===== config.mk =====
export PLATFORM = sky130hd
export DESIGN_NAME = power_of_two_quantizer_calibrator
export DESIGN_NICKNAME = d
export VERILOG_FILES = /design/src/design/ptqc_pkg.sv /design/src/design/ptqc_quant.sv /design/src/design/ptqc_calib.sv /design/src/design/power_of_two_quantizer_calibrator.sv
export SDC_FILE = /design/constraint.sdc
export NUM_CORES = 1
export LEC_CHECK = 0
export BUFFER_PORTS_ARGS = -buffer_cell sky130_fd_sc_hd__buf_2
export CORE_ASPECT_RATIO = 0.5
export CORE_MARGIN = 4
export CORE_UTILIZATION = 45
export DETAILED_ROUTE_END_ITERATION = 16
export GPL_TIMING_DRIVEN = 0
export PLACE_DENSITY_LB_ADDON = 0.25
export SYNTH_ARGS = -nofsm -noshare
export SYNTH_HDL_FRONTEND = slang
export SYNTH_SLANG_ARGS = --single-unit
export TNS_END_PERCENT = 50

===== constraint.sdc =====
create_clock -name clock -period 16.6 [get_ports clock]
set_input_delay 3.32 -clock clock [delete_from_list [all_inputs] [get_ports clock]]
set_output_delay 3.32 -clock clock [all_outputs]
set_load 0.02 [all_outputs]

===== src/design/ptqc_pkg.sv =====
// Shared types and constants of the power-of-two quantizer calibrator.
`default_nettype none
package ptqc_pkg;

   localparam int MAX_CODE_BITS = 16;
   localparam int CODE_W        = 16;
   localparam int POS_W         = 9;
   localparam int POS_SAT       = 160;
   localparam int ZERO_POS      = 127;

   localparam logic [31:0] POS_INF_BITS = 32'h7F80_0000;
   localparam logic [31:0] NEG_INF_BITS = 32'hFF80_0000;

   // Register indexes (byte address divided by four).
   localparam logic [2:0] REG_BIT_WIDTH  = 3'd0;
   localparam logic [2:0] REG_FRAC_POS   = 3'd1;
   localparam logic [2:0] REG_ACT_MODE   = 3'd2;
   localparam logic [2:0] REG_DPU_ROUND  = 3'd3;
   localparam logic [2:0] REG_RAISED_LOW = 3'd4;

   typedef struct packed {
      logic [4:0]        eff_width;
      logic signed [7:0] frac_pos;
      logic              act_mode;
      logic              dpu_round;
      logic              raised_low;
   } cfg_type;

   // Total order key of a numeric single-precision pattern.
   function automatic logic [31:0] order_key(input logic [31:0] b);
      order_key = b[31] ? ~b : (b | 32'h8000_0000);
   endfunction

endpackage
`default_nettype wire


===== src/design/ptqc_quant.sv =====
// Scale, round and saturate one single-precision sample to an integer code.
`default_nettype none
module ptqc_quant
   import ptqc_pkg::*;
(
   input  cfg_type                   cfg,
   input  logic [31:0]               sample,
   output logic signed [CODE_W-1:0]  code
);

   logic [7:0]         ex;
   logic [23:0]        m;
   logic signed [9:0]  s;
   logic [9:0]         sh;
   logic               neg;
   logic               is_nan;
   logic               is_inf;
   logic [16:0]        hi_mag;
   logic [16:0]        lo_mag;
   logic [39:0]        mag;
   logic [24:0]        rem;
   logic [24:0]        half;
   logic               half_down;
   logic               sat;
   logic [16:0]        res_mag;
   logic signed [17:0] res;

   assign ex     = sample[30:23];
   assign m      = {(ex != 8'd0), sample[22:0]};
   assign neg    = sample[31];
   assign is_nan = (ex == 8'hFF) && (sample[22:0] != 23'd0);
   assign is_inf = (ex == 8'hFF) && (sample[22:0] == 23'd0);
   // Exponent of the integer mantissa plus the fraction position.
   assign s = $signed({2'b00, ex}) - 10'sd150 + $signed({9'd0, (ex == 8'd0)})
              + $signed({{2{cfg.frac_pos[7]}}, cfg.frac_pos});
   assign sh = 10'd0 - s;

   assign hi_mag = (17'd1 << (cfg.eff_width - 5'd1)) - 17'd1;
   assign lo_mag = (17'd1 << (cfg.eff_width - 5'd1))
                   - {16'd0, cfg.act_mode & cfg.raised_low};
   assign half_down = neg & cfg.act_mode & cfg.dpu_round;

   always_comb begin
      mag  = 40'd0;
      sat  = 1'b0;
      rem  = 25'd0;
      half = 25'd0;
      if (is_inf) begin
         sat = 1'b1;
      end else if (!is_nan && m != 24'd0) begin
         if (!s[9]) begin
            if (s > 10'sd15) sat = 1'b1;
            else mag = {16'd0, m} << s[3:0];
         end else if (sh < 10'd25) begin
            rem  = {1'b0, m} & ((25'd1 << sh[4:0]) - 25'd1);
            half = 25'd1 << (sh[4:0] - 5'd1);
            mag  = {16'd0, m >> sh[4:0]};
            if (rem > half || (rem == half && !half_down)) mag = mag + 40'd1;
         end
      end
      if (neg) begin
         res_mag = (sat || mag > {23'd0, lo_mag}) ? lo_mag : mag[16:0];
      end else begin
         res_mag = (sat || mag > {23'd0, hi_mag}) ? hi_mag : mag[16:0];
      end
      res  = neg ? -$signed({1'b0, res_mag}) : $signed({1'b0, res_mag});
      code = res[CODE_W-1:0];
   end

endmodule
`default_nettype wire


===== src/design/ptqc_calib.sv =====
// Overflow-safe fraction position from the running minimum and maximum.
`default_nettype none
module ptqc_calib
   import ptqc_pkg::*;
(
   input  logic [4:0]               eff_width,
   input  logic [31:0]              run_min,
   input  logic [31:0]              run_max,
   output logic signed [POS_W-1:0]  pos,
   output logic                     all_zero
);

   // Largest p with 2*m*2^(e+p) <= d, where dn is d aligned to bit 23
   // and bd is the bit length of d.
   function automatic logic signed [10:0] side_pos(input logic [31:0] b,
                                                  input logic [23:0] dn,
                                                  input logic [4:0]  bd);
      logic [7:0]         ex;
      logic [23:0]        m;
      logic [23:0]        mn;
      logic [4:0]         lm;
      logic signed [10:0] e;
      logic               gt;
      ex = b[30:23];
      m  = {(ex != 8'd0), b[22:0]};
      e  = (ex == 8'd0) ? -11'sd149 : $signed({3'd0, ex}) - 11'sd150;
      lm = 5'd0;
      for (int i = 0; i < 24; i++) begin
         if (m[i]) lm = 5'(i + 1);
      end
      mn = m << (5'd24 - lm);
      gt = mn > dn;
      side_pos = $signed({6'd0, bd}) - $signed({6'd0, lm})
                 - $signed({10'd0, gt}) - e - 11'sd1;
   endfunction

   logic               min_ok;
   logic               max_ok;
   logic               min_inf;
   logic               max_inf;
   logic [23:0]        dn_min;
   logic [23:0]        dn_max;
   logic signed [10:0] p_min;
   logic signed [10:0] p_max;
   logic signed [10:0] best;

   assign min_ok  = run_min[31] && (run_min[30:0] != 31'd0);
   assign max_ok  = !run_max[31] && (run_max[30:0] != 31'd0);
   assign min_inf = run_min[30:0] == 31'h7F80_0000;
   assign max_inf = run_max[30:0] == 31'h7F80_0000;
   assign dn_min  = 24'h80_0000 | (24'h80_0000 >> eff_width);
   assign dn_max  = 24'hFF_FFFF << (5'd24 - eff_width);
   assign p_min   = side_pos(run_min, dn_min, eff_width + 5'd1);
   assign p_max   = side_pos(run_max, dn_max, eff_width);

   always_comb begin
      all_zero = 1'b0;
      if (min_ok && max_ok) best = (p_max < p_min) ? p_max : p_min;
      else if (min_ok)      best = p_min;
      else                  best = p_max;
      if ((min_ok && min_inf) || (max_ok && max_inf)) begin
         pos = -POS_W'(POS_SAT);
      end else if (min_ok || max_ok) begin
         if (best > 11'(POS_SAT))       pos = POS_W'(POS_SAT);
         else if (best < -11'(POS_SAT)) pos = -POS_W'(POS_SAT);
         else                           pos = best[POS_W-1:0];
      end else begin
         pos      = POS_W'(ZERO_POS);
         all_zero = 1'b1;
      end
   end

endmodule
`default_nettype wire


===== src/design/power_of_two_quantizer_calibrator.sv =====
// Top level of the power-of-two quantizer with overflow-safe position calibration.
//
//   channel | direction | handshake          | payload
//   req     | in        | req_valid/stall    | sample_bits, is_last
//   rsp     | out       | rsp_valid/stall    | code, last_out, overflow_pos, all_zero
//   csr     | in/out    | APB write and read | five configuration registers
//
// A transferred sample is held in the input register; its result is loaded into the result
// register when the input register moves on and is offered from there. One sample per
// cycle is sustained while rsp_stall stays low.
// The running min/max update and the position calculation share the input stage cycle.
// Synchronous reset clears the valid flags and the min/max state and loads the
// configuration registers with their defaults.
// A stalled result holds while the input register still takes one more sample.
`default_nettype none
module power_of_two_quantizer_calibrator
   import ptqc_pkg::*;
(
   input  logic                      clock,
   input  logic                      reset,
   input  logic                      req_valid,
   output logic                      req_stall,
   input  logic [31:0]               req_sample_bits,
   input  logic                      req_is_last,
   output logic                      rsp_valid,
   input  logic                      rsp_stall,
   output logic signed [CODE_W-1:0]  rsp_code,
   output logic                      rsp_last_out,
   output logic signed [POS_W-1:0]   rsp_overflow_pos,
   output logic                      rsp_all_zero,
   input  logic                      csr_psel,
   input  logic                      csr_penable,
   input  logic                      csr_pwrite,
   input  logic [4:0]                csr_paddr,
   input  logic [31:0]               csr_pwdata,
   output logic [31:0]               csr_prdata,
   output logic                      csr_pready
);

   logic [4:0]        bit_width_ff;
   logic signed [7:0] frac_pos_ff;
   logic              act_mode_ff;
   logic              dpu_round_ff;
   logic              raised_low_ff;
   cfg_type           cfg;
   logic              csr_wr;

   logic              a_valid_ff;
   logic [31:0]       a_sample_ff;
   logic              a_last_ff;
   logic              b_valid_ff;
   logic signed [CODE_W-1:0] b_code_ff;
   logic              b_last_ff;
   logic signed [POS_W-1:0]  b_pos_ff;
   logic              b_zero_ff;
   logic [31:0]       run_min_ff;
   logic [31:0]       run_max_ff;
   logic [31:0]       run_min_in;
   logic [31:0]       run_max_in;
   logic [31:0]       upd_min;
   logic [31:0]       upd_max;

   logic              b_free;
   logic              a_move;
   logic              req_take;
   logic              a_nan;
   logic signed [CODE_W-1:0] q_code;
   logic signed [POS_W-1:0]  c_pos;
   logic              c_zero;

   assign csr_pready = 1'b1;
   assign csr_wr     = csr_psel && csr_penable && csr_pwrite && csr_pready;

   always_ff @(posedge clock) begin
      if (reset) begin
         bit_width_ff  <= 5'd8;
         frac_pos_ff   <= 8'sd0;
         act_mode_ff   <= 1'b0;
         dpu_round_ff  <= 1'b1;
         raised_low_ff <= 1'b0;
      end else if (csr_wr) begin
         case (csr_paddr[4:2])
            REG_BIT_WIDTH:  bit_width_ff  <= csr_pwdata[4:0];
            REG_FRAC_POS:   frac_pos_ff   <= csr_pwdata[7:0];
            REG_ACT_MODE:   act_mode_ff   <= csr_pwdata[0];
            REG_DPU_ROUND:  dpu_round_ff  <= csr_pwdata[0];
            REG_RAISED_LOW: raised_low_ff <= csr_pwdata[0];
            default: ;
         endcase
      end
   end

   always_comb begin
      case (csr_paddr[4:2])
         REG_BIT_WIDTH:  csr_prdata = {27'd0, bit_width_ff};
         REG_FRAC_POS:   csr_prdata = {24'd0, frac_pos_ff};
         REG_ACT_MODE:   csr_prdata = {31'd0, act_mode_ff};
         REG_DPU_ROUND:  csr_prdata = {31'd0, dpu_round_ff};
         REG_RAISED_LOW: csr_prdata = {31'd0, raised_low_ff};
         default:        csr_prdata = 32'd0;
      endcase
   end

   always_comb begin
      if (bit_width_ff < 5'd2)                       cfg.eff_width = 5'd2;
      else if (bit_width_ff > 5'(MAX_CODE_BITS))     cfg.eff_width = 5'(MAX_CODE_BITS);
      else                                           cfg.eff_width = bit_width_ff;
      cfg.frac_pos   = frac_pos_ff;
      cfg.act_mode   = act_mode_ff;
      cfg.dpu_round  = dpu_round_ff;
      cfg.raised_low = raised_low_ff;
   end

   // Handshake: the input register moves on whenever the result register frees up.
   assign b_free    = !b_valid_ff || !rsp_stall;
   assign a_move    = a_valid_ff && b_free;
   assign req_stall = a_valid_ff && !b_free;
   assign req_take  = req_valid && !req_stall;

   // Min/max including the sample now in the input register.
   assign a_nan = (a_sample_ff[30:23] == 8'hFF) && (a_sample_ff[22:0] != 23'd0);
   always_comb begin
      upd_min = run_min_ff;
      upd_max = run_max_ff;
      if (!a_nan) begin
         if (order_key(a_sample_ff) < order_key(run_min_ff)) upd_min = a_sample_ff;
         if (order_key(a_sample_ff) > order_key(run_max_ff)) upd_max = a_sample_ff;
      end
      run_min_in = run_min_ff;
      run_max_in = run_max_ff;
      if (a_move) begin
         run_min_in = a_last_ff ? POS_INF_BITS : upd_min;
         run_max_in = a_last_ff ? NEG_INF_BITS : upd_max;
      end
   end

   ptqc_quant u_quant (
      .cfg    (cfg),
      .sample (a_sample_ff),
      .code   (q_code)
   );

   ptqc_calib u_calib (
      .eff_width (cfg.eff_width),
      .run_min   (upd_min),
      .run_max   (upd_max),
      .pos       (c_pos),
      .all_zero  (c_zero)
   );

   always_ff @(posedge clock) begin
      if (reset) begin
         a_valid_ff <= 1'b0;
         b_valid_ff <= 1'b0;
         run_min_ff <= POS_INF_BITS;
         run_max_ff <= NEG_INF_BITS;
      end else begin
         if (req_take)    a_valid_ff <= 1'b1;
         else if (a_move) a_valid_ff <= 1'b0;
         if (a_move)      b_valid_ff <= 1'b1;
         else if (b_free) b_valid_ff <= 1'b0;
         run_min_ff <= run_min_in;
         run_max_ff <= run_max_in;
      end
   end

   always_ff @(posedge clock) begin
      if (req_take) begin
         a_sample_ff <= req_sample_bits;
         a_last_ff   <= req_is_last;
      end
      if (a_move) begin
         b_code_ff <= q_code;
         b_last_ff <= a_last_ff;
         b_pos_ff  <= a_last_ff ? c_pos : '0;
         b_zero_ff <= a_last_ff & c_zero;
      end
   end

   assign rsp_valid        = b_valid_ff;
   assign rsp_code         = b_code_ff;
   assign rsp_last_out     = b_last_ff;
   assign rsp_overflow_pos = b_pos_ff;
   assign rsp_all_zero     = b_zero_ff;

endmodule
`default_nettype wire


==> out/results.txt <==
Status -> finished clean
Hold crit path type -> reg2reg
Total wire length -> 95200 um
Peak fanout along the critical path -> 10
Drt first pass iters -> 9
Reg2Reg Depth -> 59
Max-cap violation count -> 0
Antenna violations before repair -> 2
Minimum clock period -> 15670 ps
Area used by multi-input combinational logic -> 18800 um2
Met3 wire len -> 12000 um
Routed len/inst -> 23.8 um
Iteration-0 DRC count of the detailed router -> 3410
Switch Pwr -> 895 uW
Internal -> 1000 uW
Most used DFF post-synth -> dfxtp_1
IO Count -> 139
CTS Buf Count -> 17
Critical Path Stages -> 59
First-pass GRT wire length -> 143000 um
Full die area -> 56900 um2
Clock share of power -> 22.4%
Row count -> 59
Critical path buffers and inverters -> 11
RSZ-0062 raised after global routing -> false
Comb power frac -> 56.2%
CP max stage cell -> nor4_1
Die W -> 333 um
Static Leak -> 0.0109 uW
Max incr delay on CP -> 780 ps
Fin Clk Skew -> 12.3 ps
Pwr Total -> 1890 uW
Sequential Power Share -> 21.4%
Post-DP HPWL -> 75400 um
Post-synth top cells -> nor2_1 (312), nand2_1 (306), ha_1 (267), a21oi_1 (219), o21ai_0 (183)
Mean Syn Cell Area -> 7.54 um2
DR top layer -> met4
F_max -> 0.0638 GHz
Vias after detailed routing -> 25600
Critical path endpoint category -> flop
DR DRC count -> 0
Effective utilization at floorplan -> 45.7%
Area delta synth->final -> 8.79%
Pre-CTS WS -> -865 ps
Slew @ Worst Pin -> 1260 ps
IO Port Bufs -> 84
Post-route ant nets -> 0
Cell with the most instances after synthesis -> nor2_1
Worst EP arrival -> 15870 ps
Synth warnings -> 0
Post-synth EDFFs -> 60
Post-synth top area share -> 14.0%
VDD IR max -> 0.0646 mV
Post-synth ARST share -> 0%
Worst-skew pair later-pin latency -> 480 ps
Clock Root Buffer -> clkbuf_16
Met1 WL -> 40600 um
Slew HR -> 15.0%
Dpl cell area -> 25200 um2
Kind of cell adding the most delay to the critical path -> buffers and inverters
TritonCTS clock tree -> built
Crit share post-route -> 94.4%
FF+latch area -> 3440 um2
H-tree depth -> 4
Final Hold Viols -> 0
Final Wtd Congestion -> 1.04
CTS max path bufs -> 2
PwrDens -> 73.2 nW/um2
#FFs+latches synth -> 142
Fin area -> 25900 um2
Placeable Area -> 52100 um2
Metal2 WL -> 39000 um
Die height -> 171 um
Post-synthesis cell area -> 23800 um2
Crit path kind -> reg2reg
Fillers -> 5189
Worst-path clk slew -> 80 ps
Final nets -> 3641
Cell mode on critical path -> a21oi_1
Sw Share -> 47.2%
Gr usage total -> 32.3%
Hold_buf cts -> 0
Vias per std cell -> 6.40
Worst Path Required -> 16800 ps
CP startpoint kind -> flop
Pins Over Slew Limit -> 0
Seq/Total Area, Yosys -> 14.5%
Area leader, netlist -> ha_1
Top cells by area, synth -> ha_1 (14%), edfxtp_1 (7.6%), dfxtp_1 (6.9%)
Final Setup Violations -> 0
GRT overflow -> 0
Share of cells above drive strength 1 -> 9.87%
N_diodes -> 0
Gate Count Post-Synth -> 3159
Largest net degree at the start of global routing -> 35
Hold depth -> 0
Worst setup margin -> 929 ps
Synth cell types -> 106
Vias in the first global route -> 23700
Clock sinks -> 142
-- power by group through the flow --
stage	logic [uW]	clock network (uW)	registers [uW]
2_1_floorplan	764	0	413
3_3_place_gp	1020	0	413
3_5_place_dp	1030	0	413
4_1_cts	1040	423	405
5_1_grt	1170	437	407
6_report	1070	424	406
-- layout by cell type, fill, tap and decap left out, drive strengths merged, types with 13 or more instances in the layout --
cell type,count
nor2,314
nand2,307
ha,267
a21oi,223
o21ai,193
clkbuf,175
buf,175
inv,154
mux2i,139
xnor2,121
nand3,85
dfxtp,82
nor3,73
xor2,69
a22oi,68
edfxtp,60
a21o,58
nand4,50
nand2b,50
a211oi,47
mux2,44
nor2b,40
nor4,39
mux4,33
o21a,31
o211ai,29
o22ai,29
a31oi,28
and2,28
conb,27
and3,22
o21bai,20
o31ai,16
a21boi,15
or3,13
-- repair_timing --
item	CTS	global route
pin swaps	0	0
endpoints found under the setup margin	9	9
resized for setup	7	14
buffers inserted	0	2
-- worst reg2reg max path: cells and delay by family (launching register included) --
family	cells	cell delay [ps]
compound gates	22	3750
mux	2	760
fa+ha+maj	7	2370
xor+xnor	3	950
flops	1	540
simple gates	14	2830
buf+inv	11	4180
-- cell families after synthesis --
family,Yosys count,share of synthesized area (%)
AOI/OAI and AO/OA,869,24.0
xor gates and xnor gates,193,7.65
adders and majority gates,273,14.5
buffers and inverters,395,7.02
DFF,142,14.5
muxes,216,11.1
other,2,0.0315
and+or+nand+nor,1069,21.2
-- state kept, by name (all words and copies together) (netlist names) --
register and count:
a_sample_ff 32, rsp_all_zero 1, a_last_ff 1, act_mode_ff 1, raised_low_ff 1, rsp_overflow_pos 9, a_valid_ff 1, rsp_last_out 1
bit_width_ff 5, rsp_code 16, run_min_ff 32, dpu_round_ff 1, run_max_ff 32, frac_pos_ff 8, rsp_valid 1
-- layout make-up --
type                    count  share of cell area (%)
repair buffers             88                    1.78
clock buffers              17                    1.64
well taps                 701                    3.39
multi-input cells        2647                    72.7
inverters                 149                    2.16
flip-flops and latches    142                    13.3
clock inverters            15                   0.710
plain buffers             246                    4.37
-- path summary, 6_finish.rpt --
check / startpoint / end / slack [ps]
worst max register to register: a_sample_ff[31] / rsp_overflow_pos[1] / 930
worst min-delay path: a_last_ff / rsp_last_out / 480
worst min register to register: a_last_ff / rsp_last_out / 480
worst max-delay path: a_sample_ff[31] / rsp_overflow_pos[1] / 930
-- stage by stage --
step / setup TNS, ps / instances / hold slack (ps) / util, %
after CTS: 0 / 4003 / 475 / 49.6
after detailed placement: -7080 / 3971 / 449 / 48.4
after floorplan: 0 / 3184 / 424 / -
final: 0 / 4005 / 477 / 49.7
after global routing: 0 / 4005 / 504 / 49.7
after global placement: -6850 / 3969 / 428 / 48.3
-- routing by layer --
metal | global-route usage (%) | up-vias
met5 | 0 | -
met4 | 10.9 | 0
met3 | 9.34 | 243
met2 | 48.7 | 1596
met1 | 44.4 | 12100
li1 | - | 11800
(Power assumes the default switching activity.)
